==> src/hw/rtl/buc_pkg.sv <==
package buc_pkg;

  localparam int CODE_BITS  = 12323;
  localparam int CODE_WORDS = 193;
  localparam int PLANES     = 8;

  localparam int WORD_W = 64;
  localparam int IDX_W  = 8;
  localparam int AMT_W  = 14;
  localparam int FILL_W = 7;
  localparam int ROW_W  = PLANES * WORD_W;

  // Number of live positions in the last syndrome word.
  localparam int LAST_BITS = CODE_BITS - WORD_W * (CODE_WORDS - 1);

  localparam logic [IDX_W-1:0]  LAST_IDX  = IDX_W'(CODE_WORDS - 1);
  localparam logic [FILL_W-1:0] LAST_LEN  = FILL_W'(LAST_BITS);
  localparam logic [FILL_W-1:0] FULL_LEN  = FILL_W'(WORD_W);
  localparam logic [AMT_W-1:0]  CODE_LEN  = AMT_W'(CODE_BITS);

  localparam logic [2:0] OP_LOAD  = 3'd0;
  localparam logic [2:0] OP_CLEAR = 3'd1;
  localparam logic [2:0] OP_ROTACC = 3'd2;
  localparam logic [2:0] OP_SUB   = 3'd3;
  localparam logic [2:0] OP_READ  = 3'd4;

  typedef struct packed {
    logic latch;
    logic row_clr;
    logic row_inc;
    logic rot_init;
    logic syn_rd;
    logic syn_wr_load;
    logic syn_wr_zero;
    logic cnt_rd_row;
    logic cnt_rd_widx;
    logic cnt_wr_zero;
    logic rot_append;
    logic acc_wr;
    logic sub_wr;
    logic res_load;
  } cmd_t;

  typedef struct packed {
    logic [2:0] op;
    logic       idx_ok;
    logic       row_last;
    logic       fill_ok;
    logic       out_free;
  } stat_t;

  function automatic logic [FILL_W-1:0] word_len(input logic [IDX_W-1:0] idx);
    return (idx == LAST_IDX) ? LAST_LEN : FULL_LEN;
  endfunction

  function automatic logic [WORD_W-1:0] word_mask(input logic [IDX_W-1:0] idx);
    logic [WORD_W-1:0] m;
    m = (WORD_W'(1) << LAST_LEN) - WORD_W'(1);
    return (idx == LAST_IDX) ? m : {WORD_W{1'b1}};
  endfunction

endpackage

==> src/hw/rtl/buc_ctrl.sv <==
module buc_ctrl (
  input  logic          clk,
  input  logic          rst_n,
  input  logic          in_valid,
  output logic          in_stall,
  input  buc_pkg::stat_t stat,
  output buc_pkg::cmd_t  cmd
);
  import buc_pkg::*;

  localparam logic [3:0] S_INIT    = 4'd0;
  localparam logic [3:0] S_IDLE    = 4'd1;
  localparam logic [3:0] S_DEC     = 4'd2;
  localparam logic [3:0] S_CLR     = 4'd3;
  localparam logic [3:0] S_ROT_RD  = 4'd4;
  localparam logic [3:0] S_ROT_APP = 4'd5;
  localparam logic [3:0] S_ACC_RD  = 4'd6;
  localparam logic [3:0] S_ACC_WR  = 4'd7;
  localparam logic [3:0] S_SUB_RD  = 4'd8;
  localparam logic [3:0] S_SUB_WR  = 4'd9;
  localparam logic [3:0] S_FIN     = 4'd10;

  logic [3:0] state_r, state_nxt;

  assign in_stall = (state_r != S_IDLE);

  always_ff @(posedge clk) begin
    if (!rst_n) begin
      state_r <= S_INIT;
    end else begin
      state_r <= state_nxt;
    end
  end

  always_comb begin
    state_nxt = state_r;
    cmd = '0;
    case (state_r)
      S_INIT: begin
        cmd.syn_wr_zero = 1'b1;
        cmd.cnt_wr_zero = 1'b1;
        cmd.row_inc     = 1'b1;
        if (stat.row_last) begin
          state_nxt = S_IDLE;
        end
      end
      S_IDLE: begin
        if (in_valid) begin
          cmd.latch = 1'b1;
          state_nxt = S_DEC;
        end
      end
      S_DEC: begin
        cmd.row_clr = 1'b1;
        state_nxt   = S_FIN;
        case (stat.op)
          OP_LOAD:   cmd.syn_wr_load = stat.idx_ok;
          OP_CLEAR:  state_nxt = S_CLR;
          OP_ROTACC: begin
            cmd.rot_init = 1'b1;
            state_nxt    = S_ROT_RD;
          end
          OP_SUB:    state_nxt = S_SUB_RD;
          OP_READ:   cmd.cnt_rd_widx = stat.idx_ok;
          default:   state_nxt = S_FIN;
        endcase
      end
      S_CLR: begin
        cmd.cnt_wr_zero = 1'b1;
        cmd.row_inc     = 1'b1;
        if (stat.row_last) begin
          state_nxt = S_FIN;
        end
      end
      S_ROT_RD: begin
        // Enough rotated bits gathered for the current word: go update it.
        if (stat.fill_ok) begin
          cmd.cnt_rd_row = 1'b1;
          state_nxt      = S_ACC_RD;
        end else begin
          cmd.syn_rd = 1'b1;
          state_nxt  = S_ROT_APP;
        end
      end
      S_ROT_APP: begin
        cmd.rot_append = 1'b1;
        state_nxt      = S_ROT_RD;
      end
      S_ACC_RD: begin
        state_nxt = S_ACC_WR;
      end
      S_ACC_WR: begin
        cmd.acc_wr  = 1'b1;
        cmd.row_inc = 1'b1;
        state_nxt   = stat.row_last ? S_FIN : S_ROT_RD;
      end
      S_SUB_RD: begin
        cmd.cnt_rd_row = 1'b1;
        state_nxt      = S_SUB_WR;
      end
      S_SUB_WR: begin
        cmd.sub_wr  = 1'b1;
        cmd.row_inc = 1'b1;
        state_nxt   = stat.row_last ? S_FIN : S_SUB_RD;
      end
      S_FIN: begin
        if (stat.out_free) begin
          cmd.res_load = 1'b1;
          state_nxt    = S_IDLE;
        end
      end
      default: state_nxt = S_INIT;
    endcase
  end

endmodule

==> config.mk <==
export PLATFORM = sky130hd
export DESIGN_NAME = buc_ctrl
export DESIGN_NICKNAME = d
export VERILOG_FILES = /design/src/hw/rtl/buc_pkg.sv /design/src/hw/rtl/buc_ctrl.sv
export SDC_FILE = /design/constraint.sdc
export NUM_CORES = 1
export LEC_CHECK = 0
export ABC_AREA = 1
export BUFFER_PORTS_ARGS = -buffer_cell sky130_fd_sc_hd__buf_2
export CORE_AREA = 2 2 39 41
export CTS_BUF_LIST = sky130_fd_sc_hd__clkbuf_4
export DETAILED_ROUTE_END_ITERATION = 8
export DIE_AREA = 0 0 41 43
export PLACE_DENSITY_LB_ADDON = 0.12
export REMOVE_ABC_BUFFERS = 1
export SETUP_SLACK_MARGIN = 0.05
export SLEW_MARGIN = 20
export SYNTH_ARGS = -nofsm -noshare
export SYNTH_HDL_FRONTEND = slang
export SYNTH_SLANG_ARGS = --single-unit
==> constraint.sdc <==
create_clock -name clk -period 1.1 [get_ports clk]
set_input_delay 0.275 -clock clk [delete_from_list [all_inputs] [get_ports clk]]
set_output_delay 0.275 -clock clk [all_outputs]
set_load 0.05 [all_outputs]
# Yosys cells after proc, flatten, opt, wreduce, memory -nomap -nowiden
# Index checks and enable logic that the tools add are counted.
# Widths: inputs -> output; s select.
# totals
regBits	4
latchBits	0
ramBits	0
rom_bits	0
elab_cells	55
mem_count	0
# classes
n_addsub	0
n_mul	0
div	0
magnitude_cmp	0
n_eq_ne	19
shift	0
n_mux	30
bitwise	0
reduce_logical	5
# op_table
cell	n
$pmux 4 s11	1
$mux 1	20
$mux 4	5
$eq 4x3->1 const B	4
$eq 4x4->1 const B	3
$pmux 4 s3	1
$eq 4x2->1 const B	2
$ne 2x2->1 const B	4
$eq 3x2->1 const B	2
$eq 4x1->1 const B	1
$logic_not 4->1	1
$mux 2	2
$ne 4x1->1 const B	1
$reduce_and 4->1	1
$reduce_or 4->1	1
$eq 3x1->1 const B	1
$eq 3x3->1 const B	1
$logic_not 3->1	1
$pmux 1 s2	1
$reduce_or 2->1	1

# Longest topological paths before layout
# logic_depth
depth_word	3
mapped_depth	8
depth_no_buf	8

# Least setup slack after synthesis
# Ideal clock, no wire load.
# synth_timing
path_kind	flip-flop to output port
startpoint	register state_r[1]
endpoint	output port cmd[5] in the netlist's numbering
arrival_ps	2109
path_slack_ps	-1284
stages_incl_launch_ff	5
n_path_buf	0
cell_sequence	dfxtp_1 -> inv_2 -> nor2_2 -> nand2_2 -> nor4_1
# synth_rtl
item	line_no	text
start, declared	buc_ctrl.sv:23	logic [3:0] state_r, state_nxt;
start signal, assigned	buc_ctrl.sv:31	state_r <= state_nxt;
end, declared	buc_ctrl.sv:7	output buc_pkg::cmd_t cmd

==> results.cfg <==
[run_status]
outcome = finished, violations left
violations = negative setup slack

[floorplan]
core_um2 = 1380
die_w_um = 41
rows = 14
initial_core_util_pct = 34.0
die_h_um = 43
pin_count = 25
die_area_um2 = 1760

[clock_tree]
cts_sinks = 4
cts_buffers = 3
clk_pin_slew_worst_paths_ps = 40
cts_buffer_depth = 2
cts_tree = built
worst_skew_pair.late_latency_ps = 230
ctsRootBufferMaster = clkbuf_4
cts.htree.levels = 1

[timing]
fmax_ghz = 0.646
fin_setup_tns_ps = -6110
drv_slew = 0
slew_headroom_pct = 83.3
setup_viol = 18
fin_skew_ps = 2.48
post-route-period-util_pct = 141
finalHoldViolations = 0
tightest_slew_ps = 247
rsz0062_at_grt = true
period_needed_ps = 1550
setup_slack_ps = -447

[min_path]
worstHoldPathType = in2reg

[power_and_ir_drop]
p_seq_share_pct = 12.7
clockPowerShare_pct = 7.5
power_mw = 2.37
switching_share_pct = 56.0
p_comb_share_pct = 79.8
internal_power_mw = 1.04
power_density_nw_per_um2 = 2370
vdd.ir_drop.worst_mv = 1.32
p_switching_mw = 1.33
leakage_nw = 0.499

[route]
drc = 0
drt_pass1_iterations = 4
ant_nets = 0
wl_um = 1680
via_count = 731
drt_iter0_markers = 18
vias_per_cell = 4.81
avgRoutedWirePerCell_um = 11.1

[logic_synthesis]
yosysMostFrequentCell = nand2_1
synth_top_area_share_pct = 18.4
synth_xor_area_share_pct = 0
synth_common_cells = nand2_1, inv_1, nor2_1, nand3_1, o21ai_0
seq_area_frac_synth_pct = 17.0
ys_seq_elements = 4
synth_top_area_cell = nand2_1
synthTopCellsByArea = nand2_1, dfxtp_1, inv_1, nor2_1, nand3_1
yosysWarnings = 0
synth_top_family_by_area = simple AND/OR/NAND/NOR gates
synthMuxAreaShare_pct = 0
syn-cell-area_um2 = 470
synth_fa_ha_area_share_pct = 0
synth_edf_count = 0
yosys.area_share.simple_pct = 51.9
syn_inst = 92
async_flop_share_pct = 0
yosysUniqueCellTypes = 17
synth-compound-area-share_pct = 13.6
synth_ff_type = dfxtp_1
syn_avg_cell_area_um2 = 5.11

[place]
gp_congestion = 0.801
numPortBuffers = 24
dp_hpwl_um = 1120

[worst_setup_path]
cp_slowest_cell = dfxtp_4
crit_type = reg2out
max_stage_delay_ps = 380
critPathRequiredTime_ps = 820
critPathLaunchType = flip-flop
cp-end-kind = output port
path_cells = inv_4 > nor2_4 > nand2_4 > nor4_2 > buf_4
critical_path.top_delay_family = flip-flops
cp_data_arrival_time_ps = 1270
cp_max_fo = 5
cp_num_buf_inv = 2

[layout]
postLayoutCoreUtil_pct = 72.4
multiInputGateArea_um2 = 430
antenna_cells = 0
nNetsFinal = 148
largest_reg_flops = 4
layout-drive-gt1-share_pct = 63.2
largest_registers = state_r x4
ff_latch_area_um2 = 95.1
top_register = state_r
areaGrowthSynthToFinish_pct = 113
fillers = 121

[flow_run]
cap_violations = 0

[global_route]
groute.usage.overall_pct = 19.8
grt_pass1_wl_um = 2440
antenna_found_initial = 0
grt_pass1_vias = 627
overflow = 0
grt_max_degree = 8
cell type report:
type                       count  area share (%)
tap                           16            2.00
timing repair buffer          41            34.5
inverter                      22            8.86
clock buffer                   3            2.25
multi-input combinational     66            42.9
sequential                     4            9.49
logic make-up after synthesis:
family / Yosys count
buffers and inverters: 22
AOI/OAI and AO/OA: 12
DFF: 4
and+or+nand+nor: 54
repair_timing:
action | CTS | global route
pin swaps | 3 | 10
hold buffers | 0 | 0
gates resized for setup | 48 | 34
buffers inserted | 1 | 2
endpoints found under the setup margin | 19 | 19
endpoints found under the hold margin | 0 | 0
worst reg2reg max path, stage by stage, from the launching register on:
cell and delay (ps):
dfxtp_4 380, inv_4 50, nor2_4 110, nand2_4 80
buf_4 140, buf_4 130, or2_0 190, nand3_1 90
nand2_1 70, a21oi_2 140
routing by layer:
metal  wire (µm)  global-route usage, %
met1         670                   26.4
met5           0                      0
met2         908                   30.3
met3          85                   3.14
met4          16                   8.00
placed cells by master, fill, tap and decap left out, types with 2 or more instances in the layout:
| cell type | instances |
|---|---|
| nor4_2 | 2 |
| inv_1 | 13 |
| a21oi_2 | 2 |
| buf_4 | 20 |
| nand2_1 | 17 |
| a21oi_1 | 3 |
| nand2_4 | 2 |
| dfxtp_4 | 4 |
| inv_4 | 2 |
| inv_2 | 5 |
| nor2_2 | 5 |
| buf_8 | 4 |
| o21ai_0 | 4 |
| nor2_1 | 5 |
| buf_2 | 9 |
| buf_6 | 8 |
| nand3_2 | 2 |
| nand2_2 | 5 |
| nor2_4 | 8 |
| clkbuf_4 | 3 |
| o21ai_2 | 3 |
| nand3_1 | 5 |
power groups by stage:
stage	registers (mW)	logic, mW	clock network (mW)
6_report	0.302	1.89	0.177
5_1_grt	0.313	2.02	0.199
4_1_cts	0.275	1.57	0.185
3_5_place_dp	0.255	1.33	0
3_3_place_gp	0.248	1.34	0
2_1_floorplan	0.244	0.971	0
final timing paths:
kind,depth (start not counted),slack [ps],from,end
hold reg to reg,2,600,state_r[0],state_r[0]
setup reg to reg,9,-350,state_r[1],state_r[0]
setup / recovery,5,-450,state_r[1],cmd[8]
hold / removal,3,340,rst_n,state_r[1]
per-stage QoR:
stage / hold WS [ps] / setup WS [ps] / area [µm²] / std cells
5_1_grt: 375 / -525 / 1000 / 152
2_1_floorplan: 446 / -1280 / 470 / 92
6_report: 338 / -447 / 1000 / 152
4_1_cts: 315 / -454 / 870 / 150
3_5_place_dp: 560 / -329 / 716 / 146
3_3_place_gp: 561 / -316 / 716 / 146
No activity file was read; power rests on OpenSTA's default activity.
